[config.mk]
export PLATFORM = sky130hd
export DESIGN_NAME = moving_average_to_servo_duty
export DESIGN_NICKNAME = d
export VERILOG_FILES = /design/src/mvsd_pkg.sv /design/src/mvsd_ring.sv /design/src/mvsd_mul.sv /design/src/mvsd_div.sv /design/src/moving_average_to_servo_duty.sv
export SDC_FILE = /design/constraint.sdc
export NUM_CORES = 1
export LEC_CHECK = 0
export CAP_MARGIN = 5
export CORE_MARGIN = 4
export CORE_UTILIZATION = 35
export CTS_CLUSTER_DIAMETER = 80
export DETAILED_ROUTE_END_ITERATION = 7
export DONT_BUFFER_PORTS = 1
export GPL_ROUTABILITY_DRIVEN = 1
export GPL_TIMING_DRIVEN = 0
export SKIP_CTS_REPAIR_TIMING = 1
export SYNTH_ARGS = -nofsm -noshare
export SYNTH_HDL_FRONTEND = slang
export SYNTH_SLANG_ARGS = --single-unit
[constraint.sdc]
create_clock -name clk -period 20.4 [get_ports clk]
set_clock_uncertainty 0.2 [all_clocks]
set_input_delay 0 -clock clk [delete_from_list [all_inputs] [get_ports clk]]
set_output_delay 0 -clock clk [all_outputs]
set_load 0.02 [all_outputs]
[src/mvsd_pkg.sv]
// Shared types, widths and constants for the light-to-servo moving average block.
package mvsd_pkg;

  // Field widths
  localparam int SAMPLE_W    = 12;
  localparam int ANGLE_W     = 8;
  localparam int PULSE_W     = 15;
  localparam int DUTY_W      = 12;
  localparam int IN_TDATA_W  = 16;
  localparam int OUT_TDATA_W = 48;
  localparam int CFG_ADDR_W  = 3;
  localparam int CFG_DATA_W  = 15;

  // Window defaults
  localparam int WINDOW_DEF = 10;
  localparam int SAMPLE_MAX = 4095;

  // Serial divider: dividend and divisor widths
  localparam int DIV_W = 27;
  localparam int DVS_W = 15;

  // Serial multiplier: wide operand, serial operand, product
  localparam int MUL_A_W = 15;
  localparam int MUL_B_W = 8;
  localparam int MUL_P_W = MUL_A_W + MUL_B_W;

  // Duty conversion constants
  localparam logic [DUTY_W-1:0] DUTY_FULL = 12'd4095;
  localparam logic [DVS_W-1:0]  PERIOD_US = 15'd20000;

  // Register reset values
  localparam logic [11:0] LIGHT_LOW_RST  = 12'd50;
  localparam logic [11:0] LIGHT_HIGH_RST = 12'd3000;
  localparam logic [7:0]  ANGLE_LOW_RST  = 8'd10;
  localparam logic [7:0]  ANGLE_HIGH_RST = 8'd170;
  localparam logic [14:0] PULSE_LOW_RST  = 15'd500;
  localparam logic [14:0] PULSE_HIGH_RST = 15'd2500;

  // Register indexes
  typedef enum logic [CFG_ADDR_W-1:0] {
    REG_LIGHT_LOW  = 3'd0,
    REG_LIGHT_HIGH = 3'd1,
    REG_ANGLE_LOW  = 3'd2,
    REG_ANGLE_HIGH = 3'd3,
    REG_PULSE_LOW  = 3'd4,
    REG_PULSE_HIGH = 3'd5
  } cfg_reg_t;

  // Ring buffer control from the sequencer
  typedef struct packed {
    logic rd;   // read the slot about to be overwritten
    logic upd;  // write the sample, update sum and count
  } ring_ctl_t;

  // Divider request
  typedef struct packed {
    logic             start;
    logic [DIV_W-1:0] dividend;
    logic [DVS_W-1:0] divisor;
  } div_req_t;

  // Multiplier request
  typedef struct packed {
    logic               start;
    logic [MUL_A_W-1:0] a;
    logic [MUL_B_W-1:0] b;
  } mul_req_t;

  // Clamp: below lo gives lo, above hi gives hi
  function automatic logic [11:0] clamp_val(input logic [11:0] v, input logic [11:0] lo,
                                            input logic [11:0] hi);
    logic [11:0] res;
    if (v < lo) begin
      res = lo;
    end else if (v > hi) begin
      res = hi;
    end else begin
      res = v;
    end
    return res;
  endfunction

endpackage

[src/mvsd_ring.sv]
// Sample ring buffer with running sum and fill count.
module mvsd_ring #(
  parameter int WINDOW = mvsd_pkg::WINDOW_DEF
) (
  input  logic                      clk,
  input  logic                      rst_n,
  input  mvsd_pkg::ring_ctl_t       ctl,
  input  logic [mvsd_pkg::SAMPLE_W-1:0] sample_i,
  output logic [$clog2(WINDOW*mvsd_pkg::SAMPLE_MAX+1)-1:0] sum_o,
  output logic [$clog2(WINDOW+1)-1:0] count_o
);

  localparam int SLOT_W = (WINDOW > 1) ? $clog2(WINDOW) : 1;
  localparam int CNT_W  = $clog2(WINDOW + 1);
  localparam int SUM_W  = $clog2(WINDOW * mvsd_pkg::SAMPLE_MAX + 1);

  logic [mvsd_pkg::SAMPLE_W-1:0] mem [WINDOW];
  logic [mvsd_pkg::SAMPLE_W-1:0] rd_r;
  logic [SLOT_W-1:0]             slot_r, slot_nxt;
  logic [CNT_W-1:0]              count_r, count_nxt;
  logic [SUM_W-1:0]              sum_r, sum_nxt;
  logic                          full;

  // Next slot, count and sum
  always_comb begin
    full      = (count_r == CNT_W'(WINDOW));
    slot_nxt  = (slot_r == SLOT_W'(WINDOW - 1)) ? '0 : slot_r + 1'b1;
    count_nxt = full ? count_r : count_r + 1'b1;
    if (full) begin
      sum_nxt = sum_r - SUM_W'(rd_r) + SUM_W'(sample_i);
    end else begin
      sum_nxt = sum_r + SUM_W'(sample_i);
    end
  end

  // Memory: registered read, write on update
  always_ff @(posedge clk) begin
    if (ctl.rd) begin
      rd_r <= mem[slot_r];
    end
    if (ctl.upd) begin
      mem[slot_r] <= sample_i;
    end
  end

  // Window state
  always_ff @(posedge clk) begin
    if (!rst_n) begin
      slot_r  <= '0;
      count_r <= '0;
      sum_r   <= '0;
    end else if (ctl.upd) begin
      slot_r  <= slot_nxt;
      count_r <= count_nxt;
      sum_r   <= sum_nxt;
    end
  end

  assign sum_o   = sum_r;
  assign count_o = count_r;

endmodule

[src/mvsd_mul.sv]
// Bit-serial shift-add multiplier, one multiplier bit per cycle.
module mvsd_mul (
  input  logic                          clk,
  input  logic                          rst_n,
  input  mvsd_pkg::mul_req_t            req,
  output logic                          done_o,
  output logic [mvsd_pkg::MUL_P_W-1:0]  prod_o
);

  localparam int CNT_W = (mvsd_pkg::MUL_B_W > 1) ? $clog2(mvsd_pkg::MUL_B_W) : 1;

  logic [mvsd_pkg::MUL_P_W-1:0] a_r;
  logic [mvsd_pkg::MUL_B_W-1:0] b_r;
  logic [mvsd_pkg::MUL_P_W-1:0] acc_r;
  logic [CNT_W-1:0]             cnt_r;
  logic                         busy_r;
  logic                         done_r;

  // Control
  always_ff @(posedge clk) begin
    if (!rst_n) begin
      busy_r <= 1'b0;
      done_r <= 1'b0;
      cnt_r  <= '0;
    end else begin
      // Done pulses the cycle after the last step
      done_r <= !req.start && busy_r && (cnt_r == '0);
      if (req.start) begin
        busy_r <= 1'b1;
        cnt_r  <= CNT_W'(mvsd_pkg::MUL_B_W - 1);
      end else if (busy_r) begin
        cnt_r <= cnt_r - 1'b1;
        if (cnt_r == '0) begin
          busy_r <= 1'b0;
        end
      end
    end
  end

  // Datapath: add shifted multiplicand when the low multiplier bit is set
  always_ff @(posedge clk) begin
    if (req.start) begin
      a_r   <= mvsd_pkg::MUL_P_W'(req.a);
      b_r   <= req.b;
      acc_r <= '0;
    end else if (busy_r) begin
      if (b_r[0]) begin
        acc_r <= acc_r + a_r;
      end
      a_r <= {a_r[mvsd_pkg::MUL_P_W-2:0], 1'b0};
      b_r <= {1'b0, b_r[mvsd_pkg::MUL_B_W-1:1]};
    end
  end

  assign done_o = done_r;
  assign prod_o = acc_r;

endmodule

[src/mvsd_div.sv]
// Bit-serial restoring divider, one quotient bit per cycle.
module mvsd_div (
  input  logic                        clk,
  input  logic                        rst_n,
  input  mvsd_pkg::div_req_t          req,
  output logic                        done_o,
  output logic [mvsd_pkg::DIV_W-1:0]  quo_o
);

  localparam int CNT_W = $clog2(mvsd_pkg::DIV_W);

  logic [mvsd_pkg::DIV_W-1:0] quo_r;
  logic [mvsd_pkg::DVS_W-1:0] rem_r, rem_nxt;
  logic [mvsd_pkg::DVS_W-1:0] dvs_r;
  logic [mvsd_pkg::DVS_W:0]   trial, diff;
  logic                       ge;
  logic [CNT_W-1:0]           cnt_r;
  logic                       busy_r;
  logic                       done_r;

  // One restoring step
  always_comb begin
    trial   = {rem_r, quo_r[mvsd_pkg::DIV_W-1]};
    diff    = trial - {1'b0, dvs_r};
    ge      = (trial >= {1'b0, dvs_r});
    rem_nxt = ge ? diff[mvsd_pkg::DVS_W-1:0] : trial[mvsd_pkg::DVS_W-1:0];
  end

  // Control
  always_ff @(posedge clk) begin
    if (!rst_n) begin
      busy_r <= 1'b0;
      done_r <= 1'b0;
      cnt_r  <= '0;
    end else begin
      // Done pulses the cycle after the last step
      done_r <= !req.start && busy_r && (cnt_r == '0);
      if (req.start) begin
        busy_r <= 1'b1;
        cnt_r  <= CNT_W'(mvsd_pkg::DIV_W - 1);
      end else if (busy_r) begin
        cnt_r <= cnt_r - 1'b1;
        if (cnt_r == '0) begin
          busy_r <= 1'b0;
        end
      end
    end
  end

  // Datapath: dividend shifts out the top as quotient bits shift in
  always_ff @(posedge clk) begin
    if (req.start) begin
      quo_r <= req.dividend;
      rem_r <= '0;
      dvs_r <= req.divisor;
    end else if (busy_r) begin
      quo_r <= {quo_r[mvsd_pkg::DIV_W-2:0], ge};
      rem_r <= rem_nxt;
    end
  end

  assign done_o = done_r;
  assign quo_o  = quo_r;

endmodule

[src/moving_average_to_servo_duty.sv]
// Sequence per input transaction: four serial divisions (average, two maps, duty),
//   two serial multiplies and sequencing; fewer steps when map bounds are equal.
// Samples are handled one at a time through the shared bit-serial divider; the next is accepted
//   once a result is loaded, also while a finished result waits in the output register.
// Reset (rst_n low, synchronous): registers return to defaults, window empties, output drops.
// The ring memory is not cleared; an entry is only used once it has been written.
module moving_average_to_servo_duty #(
  parameter int WINDOW = mvsd_pkg::WINDOW_DEF
) (
  input  logic                                clk,
  input  logic                                rst_n,
  // Input stream
  input  logic                                in_tvalid,
  output logic                                in_tready,
  input  logic [mvsd_pkg::IN_TDATA_W-1:0]     in_tdata,   // [11:0] sample_mv
  // Output stream
  output logic                                out_tvalid,
  input  logic                                out_tready,
  output logic [mvsd_pkg::OUT_TDATA_W-1:0]    out_tdata,  // [11:0] average_mv, [19:12] angle_deg,
                                                          // [34:20] pulse_us, [46:35] duty_value
  // Configuration writes
  input  logic                                cfg_we,
  input  logic [mvsd_pkg::CFG_ADDR_W-1:0]     cfg_addr,
  input  logic [mvsd_pkg::CFG_DATA_W-1:0]     cfg_wdata
);

  localparam int CNT_W = $clog2(WINDOW + 1);
  localparam int SUM_W = $clog2(WINDOW * mvsd_pkg::SAMPLE_MAX + 1);

  typedef enum logic [3:0] {
    S_IDLE, S_RING, S_SUM, S_AVG, S_M1, S_MUL, S_DIV, S_M2, S_DUTY, S_DUTYW, S_OUT
  } state_t;

  state_t state_r;

  // Configuration registers
  logic [11:0] light_lo_r, light_hi_r;
  logic [7:0]  ang_lo_r, ang_hi_r;
  logic [14:0] pls_lo_r, pls_hi_r;

  // Datapath registers
  logic [mvsd_pkg::SAMPLE_W-1:0] sample_r;
  logic [mvsd_pkg::SAMPLE_W-1:0] avg_r;
  logic [mvsd_pkg::ANGLE_W-1:0]  deg_r;
  logic [mvsd_pkg::PULSE_W-1:0]  us_r;
  logic [mvsd_pkg::DUTY_W-1:0]   duty_r;
  logic [14:0]                   base_r;
  logic [mvsd_pkg::DVS_W-1:0]    den_r;
  logic                          neg_r;
  logic                          phase_r;
  logic                          out_tvalid_r;
  logic [mvsd_pkg::OUT_TDATA_W-1:0] out_tdata_r;

  // Unit requests
  logic                         div_start_r, mul_start_r;
  logic [mvsd_pkg::DIV_W-1:0]   div_a_r;
  logic [mvsd_pkg::DVS_W-1:0]   div_b_r;
  logic [mvsd_pkg::MUL_A_W-1:0] mul_a_r;
  logic [mvsd_pkg::MUL_B_W-1:0] mul_b_r;

  mvsd_pkg::ring_ctl_t ring_ctl;
  mvsd_pkg::div_req_t  div_req;
  mvsd_pkg::mul_req_t  mul_req;
  logic [SUM_W-1:0]             ring_sum;
  logic [CNT_W-1:0]             ring_cnt;
  logic                         div_done, mul_done;
  logic [mvsd_pkg::DIV_W-1:0]   div_quo;
  logic [mvsd_pkg::MUL_P_W-1:0] mul_prod;

  // Map 1 set-up: light level to angle
  logic [11:0] lvl1;
  logic [12:0] dv1, dv1_neg, din1, din1_neg;
  logic [8:0]  dout1, dout1_neg;
  logic [11:0] dv1_mag, din1_mag;
  logic [7:0]  dout1_mag;

  // Map 2 set-up: angle to pulse width
  logic [11:0] v2_wide;
  logic [7:0]  v2;
  logic [8:0]  dv2, dv2_neg, din2, din2_neg;
  logic [15:0] dout2, dout2_neg;
  logic [7:0]  dv2_mag, din2_mag;
  logic [14:0] dout2_mag;

  // Map finish and duty
  logic [16:0] q17, map_sum;
  logic [mvsd_pkg::DIV_W-1:0] duty_num;

  always_comb begin
    lvl1      = mvsd_pkg::clamp_val(mvsd_pkg::clamp_val(avg_r, light_lo_r, light_hi_r),
                                    light_lo_r, light_hi_r);
    dv1       = {1'b0, lvl1} - {1'b0, light_lo_r};
    dv1_neg   = -dv1;
    dv1_mag   = dv1[12] ? dv1_neg[11:0] : dv1[11:0];
    din1      = {1'b0, light_hi_r} - {1'b0, light_lo_r};
    din1_neg  = -din1;
    din1_mag  = din1[12] ? din1_neg[11:0] : din1[11:0];
    dout1     = {1'b0, ang_hi_r} - {1'b0, ang_lo_r};
    dout1_neg = -dout1;
    dout1_mag = dout1[8] ? dout1_neg[7:0] : dout1[7:0];

    v2_wide   = mvsd_pkg::clamp_val({4'b0, deg_r}, {4'b0, ang_lo_r}, {4'b0, ang_hi_r});
    v2        = v2_wide[7:0];
    dv2       = {1'b0, v2} - {1'b0, ang_lo_r};
    dv2_neg   = -dv2;
    dv2_mag   = dv2[8] ? dv2_neg[7:0] : dv2[7:0];
    din2      = {1'b0, ang_hi_r} - {1'b0, ang_lo_r};
    din2_neg  = -din2;
    din2_mag  = din2[8] ? din2_neg[7:0] : din2[7:0];
    dout2     = {1'b0, pls_hi_r} - {1'b0, pls_lo_r};
    dout2_neg = -dout2;
    dout2_mag = dout2[15] ? dout2_neg[14:0] : dout2[14:0];

    // Quotient is bounded by the output span, so 16 bits carry it
    q17      = {1'b0, div_quo[15:0]};
    map_sum  = neg_r ? ({2'b0, base_r} - q17) : ({2'b0, base_r} + q17);

    // 4095 * us as (us << 12) - us
    duty_num = {us_r, 12'b0} - mvsd_pkg::DIV_W'(us_r);
  end

  // Configuration writes
  always_ff @(posedge clk) begin
    if (!rst_n) begin
      light_lo_r <= mvsd_pkg::LIGHT_LOW_RST;
      light_hi_r <= mvsd_pkg::LIGHT_HIGH_RST;
      ang_lo_r   <= mvsd_pkg::ANGLE_LOW_RST;
      ang_hi_r   <= mvsd_pkg::ANGLE_HIGH_RST;
      pls_lo_r   <= mvsd_pkg::PULSE_LOW_RST;
      pls_hi_r   <= mvsd_pkg::PULSE_HIGH_RST;
    end else if (cfg_we) begin
      case (cfg_addr)
        mvsd_pkg::REG_LIGHT_LOW:  light_lo_r <= cfg_wdata[11:0];
        mvsd_pkg::REG_LIGHT_HIGH: light_hi_r <= cfg_wdata[11:0];
        mvsd_pkg::REG_ANGLE_LOW:  ang_lo_r   <= cfg_wdata[7:0];
        mvsd_pkg::REG_ANGLE_HIGH: ang_hi_r   <= cfg_wdata[7:0];
        mvsd_pkg::REG_PULSE_LOW:  pls_lo_r   <= cfg_wdata[14:0];
        mvsd_pkg::REG_PULSE_HIGH: pls_hi_r   <= cfg_wdata[14:0];
        default: ;
      endcase
    end
  end

  // Sequencer
  always_ff @(posedge clk) begin
    if (!rst_n) begin
      state_r      <= S_IDLE;
      out_tvalid_r <= 1'b0;
      div_start_r  <= 1'b0;
      mul_start_r  <= 1'b0;
      phase_r      <= 1'b0;
    end else begin
      // Unit start pulses follow the step that sets up the operands
      div_start_r <= (state_r == S_SUM) || ((state_r == S_MUL) && mul_done) ||
                     (state_r == S_DUTY);
      mul_start_r <= ((state_r == S_M1) && (light_lo_r != light_hi_r)) ||
                     ((state_r == S_M2) && (ang_lo_r != ang_hi_r));
      // Output drains here unless a new result is loaded in the same cycle
      if (out_tvalid_r && out_tready && (state_r != S_OUT)) begin
        out_tvalid_r <= 1'b0;
      end
      case (state_r)
        S_IDLE: begin
          if (in_tvalid) begin
            sample_r <= in_tdata[mvsd_pkg::SAMPLE_W-1:0];
            state_r  <= S_RING;
          end
        end
        S_RING: begin
          state_r <= S_SUM;
        end
        S_SUM: begin
          div_a_r     <= mvsd_pkg::DIV_W'(ring_sum);
          div_b_r     <= mvsd_pkg::DVS_W'(ring_cnt);
          state_r     <= S_AVG;
        end
        S_AVG: begin
          if (div_done) begin
            avg_r   <= div_quo[mvsd_pkg::SAMPLE_W-1:0];
            state_r <= S_M1;
          end
        end
        S_M1: begin
          if (light_lo_r == light_hi_r) begin
            deg_r   <= ang_hi_r;
            state_r <= S_M2;
          end else begin
            mul_a_r     <= mvsd_pkg::MUL_A_W'(dv1_mag);
            mul_b_r     <= dout1_mag;
            den_r       <= mvsd_pkg::DVS_W'(din1_mag);
            neg_r       <= dv1[12] ^ dout1[8] ^ din1[12];
            base_r      <= 15'(ang_lo_r);
            phase_r     <= 1'b0;
            state_r     <= S_MUL;
          end
        end
        S_MUL: begin
          if (mul_done) begin
            div_a_r     <= mvsd_pkg::DIV_W'(mul_prod);
            div_b_r     <= den_r;
            state_r     <= S_DIV;
          end
        end
        S_DIV: begin
          if (div_done) begin
            if (!phase_r) begin
              deg_r   <= map_sum[mvsd_pkg::ANGLE_W-1:0];
              state_r <= S_M2;
            end else begin
              us_r    <= map_sum[mvsd_pkg::PULSE_W-1:0];
              state_r <= S_DUTY;
            end
          end
        end
        S_M2: begin
          if (ang_lo_r == ang_hi_r) begin
            us_r    <= pls_hi_r;
            state_r <= S_DUTY;
          end else begin
            mul_a_r     <= dout2_mag;
            mul_b_r     <= dv2_mag;
            den_r       <= mvsd_pkg::DVS_W'(din2_mag);
            neg_r       <= dv2[8] ^ dout2[15] ^ din2[8];
            base_r      <= pls_lo_r;
            phase_r     <= 1'b1;
            state_r     <= S_MUL;
          end
        end
        S_DUTY: begin
          div_a_r     <= duty_num;
          div_b_r     <= mvsd_pkg::PERIOD_US;
          state_r     <= S_DUTYW;
        end
        S_DUTYW: begin
          if (div_done) begin
            // Saturate for pulse settings above the period
            if (div_quo > mvsd_pkg::DIV_W'(mvsd_pkg::DUTY_FULL)) begin
              duty_r <= mvsd_pkg::DUTY_FULL;
            end else begin
              duty_r <= div_quo[mvsd_pkg::DUTY_W-1:0];
            end
            state_r <= S_OUT;
          end
        end
        S_OUT: begin
          if (!out_tvalid_r || out_tready) begin
            out_tdata_r  <= {1'b0, duty_r, us_r, deg_r, avg_r};
            out_tvalid_r <= 1'b1;
            state_r      <= S_IDLE;
          end
        end
        default: state_r <= S_IDLE;
      endcase
    end
  end

  // Unit hookup
  assign ring_ctl.rd  = (state_r == S_IDLE) && in_tvalid;
  assign ring_ctl.upd = (state_r == S_RING);

  assign div_req.start    = div_start_r;
  assign div_req.dividend = div_a_r;
  assign div_req.divisor  = div_b_r;

  assign mul_req.start = mul_start_r;
  assign mul_req.a     = mul_a_r;
  assign mul_req.b     = mul_b_r;

  mvsd_ring #(
    .WINDOW (WINDOW)
  ) u_ring (
    .clk      (clk),
    .rst_n    (rst_n),
    .ctl      (ring_ctl),
    .sample_i (sample_r),
    .sum_o    (ring_sum),
    .count_o  (ring_cnt)
  );

  mvsd_mul u_mul (
    .clk    (clk),
    .rst_n  (rst_n),
    .req    (mul_req),
    .done_o (mul_done),
    .prod_o (mul_prod)
  );

  mvsd_div u_div (
    .clk    (clk),
    .rst_n  (rst_n),
    .req    (div_req),
    .done_o (div_done),
    .quo_o  (div_quo)
  );

  assign in_tready  = (state_r == S_IDLE);
  assign out_tvalid = out_tvalid_r;
  assign out_tdata  = out_tdata_r;

endmodule
== Word-level counts from Yosys, hierarchy flattened ==
Memory sizes are Yosys's and may differ from the RTL's. A register that Yosys moved wholly into a read port is not among the register bits.
Cells that the tools add are included.

* Bits in registers: 427
* RAM bits: 120
* Memories: 1
* Logic and storage cells: 234
* Input bits: 39

* Eq/ne operators: 34
* $lt $le $gt $ge: 8
* Mux-type cells: 76
* $add $sub $neg: 22
* Reduce and logical (&&, ||, !) cells: 46
* Bitwise gates (word level): 6

{| class="wikitable"
|+ Memories
! name !! words !! width !! read ports !! clocked after memory_dff !! wr ports !! line !! RTL
|-
| u_ring.mem || 10 || 12 || 1 || 1 || 1 || mvsd_ring.sv:17 || <nowiki>logic [mvsd_pkg::SAMPLE_W-1:0] mem [WINDOW];</nowiki>
|}

{| class="wikitable"
|+ Operator list
! kind !! count
|-
| 15-bit two-way mux || 15
|-
| 15-bit case mux with 2 select lines || 4
|-
| 8-bit two-way mux || 11
|-
| 27-bit two-way mux || 3
|-
| 27-bit case mux with 3 select lines || 1
|-
| 12-bit two-way mux || 6
|-
| 15-bit case mux with 3 select lines || 1
|-
| 4-bit case mux with 11 select lines || 1
|-
| 4-bit two-way mux || 9
|-
| 16-bit by 12-bit adder with 16-bit output || 2
|-
| 8-bit case mux with 2 select lines || 2
|-
| 15-bit subtractor || 2
|-
| 27-bit by 12-bit greater-than comparator with 1-bit output, second input constant || 1
|-
| 27-bit by 15-bit subtractor with 27-bit output || 1
|-
| 12-bit by 12-bit subtractor with 13-bit output || 2
|-
| 12-bit greater-than comparator || 2
|-
| 12-bit < comparator || 2
|-
| 12-bit negator || 2
|-
| 23-bit adder || 1
|-
| 4-bit == test, second input constant || 5
|-
| 3-bit AND reduction || 6
|-
| 8-bit by 8-bit subtractor with 9-bit output || 2
|-
| 4-bit by 3-bit == test with 1-bit output, second input constant || 4
|-
| 16-bit by 15-bit >= comparator with 1-bit output || 1
|-
| other kinds (43) || 106
|}

== Depth between registers and ports, before layout ==
Gate-level depths: netlist of the first run.

* Depth in word-level cells: 11
* Gate-level depth with buffers: 33
* Mapped depth without buffers: 31

== Cells and area by module ==
From an unflattened synthesis of the first run, not the netlist that was laid out.

* Cells, all modules: 3081
* Area total of the unflattened synthesis: 31795.5 um^2

{| class="wikitable"
|+ By module, submodules not included
! module !! cells an instance !! instances !! area an instance (um^2)
|-
| moving_average_to_servo_duty || 1800 || 1 || 17048.9
|-
| mvsd_ring || 606 || 1 || 7893.8
|-
| mvsd_mul || 370 || 1 || 3489.6
|-
| mvsd_div || 305 || 1 || 3363.2
|}

== Worst setup path after synthesis of the first run ==
OpenSTA, ideal clock, no wires.

* Kind: register -> register
* Start point: reg light_lo_r[1]
* End point: reg mul_a_r[8] (netlist bit) (data pin)
* Required time: 19.933 ns
* Clock period less this slack: 6.624 ns
* Path slack: 13.776 ns
* Arrival time: 6.157 ns
* Stages on the path, launching flop included: 31
* Setup time: 0.267 ns
* Buffers on the path: 3
* Path through: dfxtp_1 inv_1 ha_1 a21boi_0 o21ai_0 a21oi_1 o2111ai_1 nand2_1 buf_1 mux2i_1 ha_1 a21o_1 a21o_1 a21oi_1 nor2b_1 o21ai_0 a21oi_1 a211oi_1 buf_2 mux2i_1 ha_1 fa_1 nand2b_1 a211oi_1 nor3_1 o31ai_1 o22ai_1 clkbuf_1 and3_1 o21ai_0 o21ai_0

* Longest elaborated chain between the ends: 10
* Elaborated cells on any way between the ends: 11

{| class="wikitable"
|+ RTL lines
! element !! line !! RTL
|-
| from (decl) || moving_average_to_servo_duty.sv:37 || <nowiki>logic [11:0] light_lo_r, light_hi_r;</nowiki>
|-
| from (signal assigned) || moving_average_to_servo_duty.sv:125 || <nowiki>light_lo_r <= mvsd_pkg::LIGHT_LOW_RST;</nowiki>
|-
| from (signal assigned) || moving_average_to_servo_duty.sv:133 || <nowiki>mvsd_pkg::REG_LIGHT_LOW: light_lo_r <= cfg_wdata[11:0];</nowiki>
|-
| 12-bit < comparator || mvsd_pkg.sv:73 || <nowiki>if (v < lo) begin</nowiki>
|-
| 12-bit two-way mux || mvsd_pkg.sv:73 ||
|-
| 12-bit greater-than comparator || mvsd_pkg.sv:75 || <nowiki>end else if (v > hi) begin</nowiki>
|-
| 12-bit two-way mux || mvsd_pkg.sv:75 ||
|-
| 12-bit two-way mux || mvsd_pkg.sv:73 ||
|-
| 12-bit by 12-bit subtractor with 13-bit output (*) || moving_average_to_servo_duty.sv:92 || <nowiki>dv1 = {1'b0, lvl1} - {1'b0, light_lo_r};</nowiki>
|-
| 12-bit negator || moving_average_to_servo_duty.sv:93 || <nowiki>dv1_neg = -dv1;</nowiki>
|-
| 12-bit two-way mux (*) || moving_average_to_servo_duty.sv:94 || <nowiki>dv1_mag = dv1[12] ? dv1_neg[11:0] : dv1[11:0];</nowiki>
|-
| 15-bit two-way mux (*) || moving_average_to_servo_duty.sv:184 || <nowiki>if (light_lo_r == light_hi_r) begin</nowiki>
|-
| 15-bit case mux with 2 select lines (*) || moving_average_to_servo_duty.sv:162 || <nowiki>case (state_r)</nowiki>
|-
| to (signal assigned) || moving_average_to_servo_duty.sv:188 || <nowiki>mul_a_r <= mvsd_pkg::MUL_A_W'(dv1_mag);</nowiki>
|-
| to (signal assigned) || moving_average_to_servo_duty.sv:220 || <nowiki>mul_a_r <= dout2_mag;</nowiki>
|-
| to (decl) || moving_average_to_servo_duty.sv:58 || <nowiki>logic [mvsd_pkg::MUL_A_W-1:0] mul_a_r;</nowiki>
|}

Mark *: on every way between the ends. The rest lies on a longest branch, timed or not. The select of a mux whose other input is x is not followed.
A chain may end at the register's enable or synchronous reset.

== Final worst setup path of the first run ==
Same ends and word-level chain as after synthesis.

==> results.md, run 1 <==
- DP HPWL: 69.02 mm
- Synth Area in Compound Gates: 13.67%
- Synth top area cells: edfxtp_1 38%, dfxtp_1 10%, ha_1 8.6%
- Filler cells: 8511
- Tightest Pin Transition: 1218 ps
- Port Buf Inserts: 0
- Most used cell, CP: o21ai_0
- Worst IR Drop VDD: 81.17 uV
- Share of Yosys cell area claimed by the top area cell type: 37.97%
- Clock Sinks: 552
- Pre-CTS setup slack: 11890 ps
- Vias per cell: 5.404
- Core Rows: 108
- Crit-path max FO: 10
- Layout cell share with drive strength beyond 1: 8.135%
- Pwr dens: 111.0 mW/mm^2
- Clk Latency, worst-skew pair: 640 ps
- Via count: 23.27k
- Status: finished clean
- Routed WL: 91.52 mm
- DR DRC count: 0
- MaxCap Viol Count: 0
- CTS tree: built
- IO Pins: 89
- Routed Antenna Nets: 0
- Clock root cell: clkbuf_16
- WL/cell: 21.26 um
- Achievable Freq: 116.0 MHz
- Avg Inst Size Synth: 10.55 sq um
- Die width: 305.6 um
- Synth area leader: edfxtp_1
- Number of global-route vias before repair: 21.79k
- Max transition margin: 18.74%
- Nets: 3365
- Setup TNS: 0 ps
- Required time worst endpoint: 20500 ps
- Kind of critical path: flip-flop to flip-flop
- Class of the worst hold path: primary input to flip-flop
- Simple-gate area share of the yosys netlist: 12.73%
- Fin crit share: 42.26%
- Critical Path AT: 8720 ps
- H-tree depth: 3
- Crit-path max cell delay: 650 ps
- Tot GR Track Use: 18.91%
- RSZ-0062 raised after global routing: false
- Tmin final: 8621 ps
- Largest net degree at the start of global routing: 34
- Delay-heaviest family, CP: compound AO/OA/AOI/OAI gates
- DRT iter0 DRCs: 2219
- Longest Clk Path Bufs: 3
- Leak: 13.08 nW
- Initial core utilization: 35.51%
- CTS buffer count: 67
- Xor-xnor portion of the synthesized cell area: 5.227%
- Synth async-reset ratio: 0%
- Final hold vios: 0
- Syn_nets: 3209
- Die footprint: 0.09340 sq mm
- Most used DFF post-synth: edfxtp_1
- Syn. warnings: 0
- Mux contribution to synthesized area: 6.648%
- CP Capture Type: flip-flop
- Initial antenna violation count: 3
- Chip Height: 305.6 um
- Crit-path slowest cell: a211oi_1
- Number of max-slew violations in the final report: 0
- Adder-cell share of the synthesized area: 9.913%
- EDFF count, synth: 392
- Post-synth top cells: 392 x edfxtp_1, 307 x nand2_1, 221 x nor2_1, 212 x ha_1, 209 x a21oi_1
- Core Area: 0.08729 sq mm
- First drt pass iteration count: 6
- Synth cell types: 88
- Remaining Overflow, GRT: 0
- Layout area overhead: 14.87%
- First-pass GRT wire length: 136.6 mm
- Final Setup Violations: 0
- GPL Wtd Cong: 0.9326
- Flops & latches, synth: 552
- Register clock-pin slew on the reported worst setup and hold paths: 60 ps
- Synth Cell Area: 0.03100 sq mm
- Count leader, synth: edfxtp_1
- Setup crit start kind: flip-flop
- Buf/Inv on CP: 4
- Setup ws final: 11780 ps
- Seq/Total Area, Yosys: 48.30%
- Syn Inst Count: 2937
- Largest family of logic cells by synthesized area: compound AO/OA/AOI/OAI gates
path summary, 6_finish.rpt:
check	end	slack [ps]	cells past startpoint	startpoint
worst max register to register	mul_a_r[8]$_DFFE_PP_	11780	30	light_lo_r[1]$_SDFFE_PN1P_
worst max-delay path	mul_a_r[8]$_DFFE_PP_	11780	30	light_lo_r[1]$_SDFFE_PN1P_
worst min register to register	u_div.dvs_r[7]$_DFFE_PP_	220	0	div_b_r[7]$_DFFE_PP_
worst min-delay path	pls_hi_r[9]$_SDFFE_PN0P_	30	3	cfg_wdata[9]
tightest hold or removal path: stages:
cell and delay, ps:
dlygate4sd3_1 650, nand2_1 100, a21oi_1 60
power by group:
part | internal, mW | total (mW) | switching [mW]
clock | 0.683 | 1.19 | 0.511
combinational | 0.531 | 1.28 | 0.750
sequential | 1.36 | 1.48 | 0.114
total | 2.58 | 3.95 | 1.37
routing by layer:
layer	global-route usage (%)	share of wire, %	up-vias
met1	26.70	45	11410
met3	3.579	6.8	130
li1	-	-	11000
met5	0	0	-
met2	29.63	46	718
met4	5.592	2.6	0
layout make-up:
type,instances,area [sq um],area share [%]
Sequential cell,552,14970,42.05
Clock inverter,41,442.9,1.244
Clock buffer,82,1763,4.951
Timing Repair Buffer,87,877.1,2.463
Buffer,111,435.4,1.223
Antenna cell,3,7.507,0.02108
Inverter,173,649.4,1.824
Multi-Input combinational cell,2101,15010,42.16
Tap cell,1155,1445,4.058
cell usage in the layout (no fill, tap or decap), drive strengths merged, types with 18 or more instances in the layout:
| master | instances |
|---|---|
| clkbuf | 168 |
| ha | 212 |
| nand2b | 35 |
| o21a | 24 |
| nor2b | 45 |
| o31ai | 18 |
| or2 | 18 |
| a21oi | 209 |
| a21o | 42 |
| nand2 | 307 |
| mux2 | 47 |
| a211oi | 55 |
| nand3 | 41 |
| edfxtp | 392 |
| nand4 | 21 |
| clkinv | 27 |
| dfxtp | 160 |
| mux4 | 24 |
| mux2i | 99 |
| nor2 | 221 |
| inv | 178 |
| nor3 | 65 |
| dlygate4sd3 | 65 |
| or3 | 22 |
| o211ai | 31 |
| xnor2 | 111 |
| xor2 | 74 |
| fa | 21 |
| buf | 47 |
| and2 | 21 |
| o21ai | 148 |
sequential cells by signal (all words and copies together), names as in the netlist, 13 cells and up:
| name | flops |
|---|---|
| mul_a_r | 15 |
| u_div.dvs_r | 13 |
| u_div.rem_r | 15 |
| u_ring.mem | 120 |
| base_r | 15 |
| pls_lo_r | 15 |
| pls_hi_r | 15 |
| u_div.quo_o | 27 |
| us_r | 15 |
| div_a_r | 27 |
| u_ring.sum_o | 16 |
| out_tdata | 47 |
| u_mul.prod_o | 23 |
| div_b_r | 13 |
| u_mul.a_r | 23 |
kinds of logic (layout without fill, tap and decap cells):
family | after synthesis | in the layout
xor+xnor | 185 | 185
compound gates | 659 | 659
mux | 170 | 170
flops | 552 | 552
simple gates | 853 | 853
buf+inv | 284 | 494
fa+ha+maj | 233 | 233
other cells | 1 | 4
per-stage QoR:
stage | area, sq um | cells | utilization (%) | power [mW] | hold WS (ps)
2_1_floorplan | 31000 | 2937 | - | 2.396 | -101.1
3_3_place_gp | 32440 | 4092 | 37.17 | 2.733 | -101.1
5_1_grt | 35600 | 4303 | 40.79 | 4.186 | 27.89
4_1_cts | 34940 | 4236 | 40.03 | 3.958 | -748.3
3_5_place_dp | 32740 | 4113 | 37.50 | 2.757 | -101.1
6_report | 35610 | 4305 | 40.79 | 3.952 | 34.89
No activity file was read; power rests on OpenSTA's default activity.
==> run 2, diff against run 1 <==
clock period = 8.2 ns   (was 20.4 ns; I/O delays follow)
==> results.md, run 2 (synthesis gave the netlist of run 1 again) <==
- Kind of critical path: flip-flop to flip-flop
- Port Buf Inserts: 0
- Crit-path max FO: 10
- Setup TNS: 0 ps
- Filler cells: 8510
- Overall Power: 9.834 mW
- Chip Height: 305.6 um
- Hold Crit Depth: 3
- First drt pass iteration count: 5
- Most frequent cells in the layout: 392 x edfxtp_1, 307 x nand2_1, 220 x nor2_1
- Initial antenna violation count: 2
- Required time worst endpoint: 8300 ps
- Nets: 3367
- DRT iter0 DRCs: 2254
- Final Setup Violations: 0
- MaxCap Viol Count: 0
- Vias per cell: 5.402
- R2r startpoint: light_lo_r[1]$_SDFFE_PN1P_
- Crit path launch: light_lo_r[1]$_SDFFE_PN1P_
- Routed Antenna Nets: 0
- Class of the worst hold path: primary input to flip-flop
- Remaining Overflow, GRT: 0
- Clk Latency, worst-skew pair: 630 ps
- Crit-path max cell delay: 480 ps
- IO Pins: 89
- Core Area: 0.08729 sq mm
- Clock root cell: clkbuf_16
- WL/cell: 21.23 um
- DP Area: 0.03274 sq mm
- GPL Wtd Cong: 0.9326
- Final hold vios: 0
- Tightest Pin Transition: 1224 ps
- Die footprint: 0.09340 sq mm
- Pwr dens: 275.8 mW/mm^2
- CP Capture Type: flip-flop
- Most common cell after layout, fill and taps aside: edfxtp_1
- Crit-path slowest cell: nor4_1
- CTS buffer count: 67
- Fin crit share: 95.29%
- Clock Sinks: 552
- Worst reg2reg endpoint: mul_a_r[8]$_DFFE_PP_
- Number of max-slew violations in the final report: 0
- Core Util, Final: 40.85%
- Via count: 23.26k
- Worst IR Drop VDD: 200.6 uV
- Largest net degree at the start of global routing: 34
- DP HPWL: 69.02 mm
- Max FFs per register: 120
- First-pass GRT wire length: 136.6 mm
- Setup crit start kind: flip-flop
- Max transition margin: 18.08%
- Final Instance Area: 0.03566 sq mm
- Longest Clk Path Bufs: 3
- Layout cell share with drive strength beyond 1: 8.479%
- Tot GR Track Use: 18.91%
- Hold EP: pls_hi_r[9]$_SDFFE_PN0P_
- Routed WL: 91.40 mm
- Register clock-pin slew on the reported worst setup and hold paths: 50 ps
- Die width: 305.6 um
- Initial core utilization: 35.51%
- H-tree depth: 3
- CTS tree: built
- Status: finished clean
- Layout area overhead: 15.04%
- Achievable Freq: 128.0 MHz
- Leak: 13.10 nW
- Core Rows: 108
- Tmin final: 7814 ps
- Critical Path AT: 7910 ps
- R2R Setup Slk: 390 ps
- DR DRC count: 0
- Hold Startpoint: cfg_wdata[9]
- Largest Register: u_ring.mem
- Number of global-route vias before repair: 21.79k
- Worst reg2reg path depth: 28
## run 2: metrics by stage
| step | hold slack, ps | cells | setup slack (ps) |
|---|---|---|---|
| after global placement | -101.1 | 4092 | -323.1 |
| after floorplan | -101.1 | 2937 | 1576 |
| after global routing | 27.43 | 4304 | -17.97 |
| after detailed placement | -101.1 | 4113 | -305.1 |
| final | 41.06 | 4306 | 386.3 |
| after CTS | -748.3 | 4236 | -339.2 |
## run 2: area by class of cell
| cell class | instances | area [sq um] | share of cell area (%) |
|---|---|---|---|
| plain buffers | 111 | 446.7 | 1.253 |
| repair buffers | 89 | 892.1 | 2.502 |
| diodes | 2 | 5.005 | 0.01403 |
| clock buffers | 82 | 1763 | 4.944 |
| clock inverters | 41 | 442.9 | 1.242 |
| flip-flops and latches | 552 | 14970 | 41.99 |
| multi-input cells | 2101 | 15040 | 42.18 |
| well taps | 1155 | 1445 | 4.052 |
| inverters | 173 | 649.4 | 1.821 |
## run 2: power by group
group / switching (mW) / total [mW] / internal, mW
clock: 1.27 / 2.97 / 1.70
sequential: 0.282 / 3.67 / 3.39
combinational: 1.87 / 3.19 / 1.32
total: 3.42 / 9.83 / 6.41
## run 2: critical path, delay by kind of cell, from the launching register on
kind                       cells  cell delay, ps
DFF                            1             390
adders and majority gates      3            1070
AOI/OAI and AO/OA             12            2600
buffers and inverters          3             840
muxes                          3             820
and+or+nand+nor                7            1540
## run 2: per-layer routing
| layer | track usage (%) | share of wire [%] | vias up |
|---|---|---|---|
| met2 | 29.63 | 46 | 744 |
| met3 | 3.579 | 6.8 | 139 |
| met1 | 26.70 | 45 | 11380 |
| met5 | 0 | 0 | - |
| li1 | - | - | 11000 |
| met4 | 5.592 | 2.8 | 0 |
## run 2: worst max-delay path by stage
stage / endpoint / slack, ps / cells after the start
floorplan: mul_a_r[8]$_DFFE_PP_ / 1580 / 30
global placement: mul_a_r[8]$_DFFE_PP_ / -320 / 30
detailed placement: mul_a_r[8]$_DFFE_PP_ / -310 / 30
CTS: mul_a_r[8]$_DFFE_PP_ / -340 / 30
global route: mul_a_r[8]$_DFFE_PP_ / -20 / 30
finish: mul_a_r[8]$_DFFE_PP_ / 390 / 28
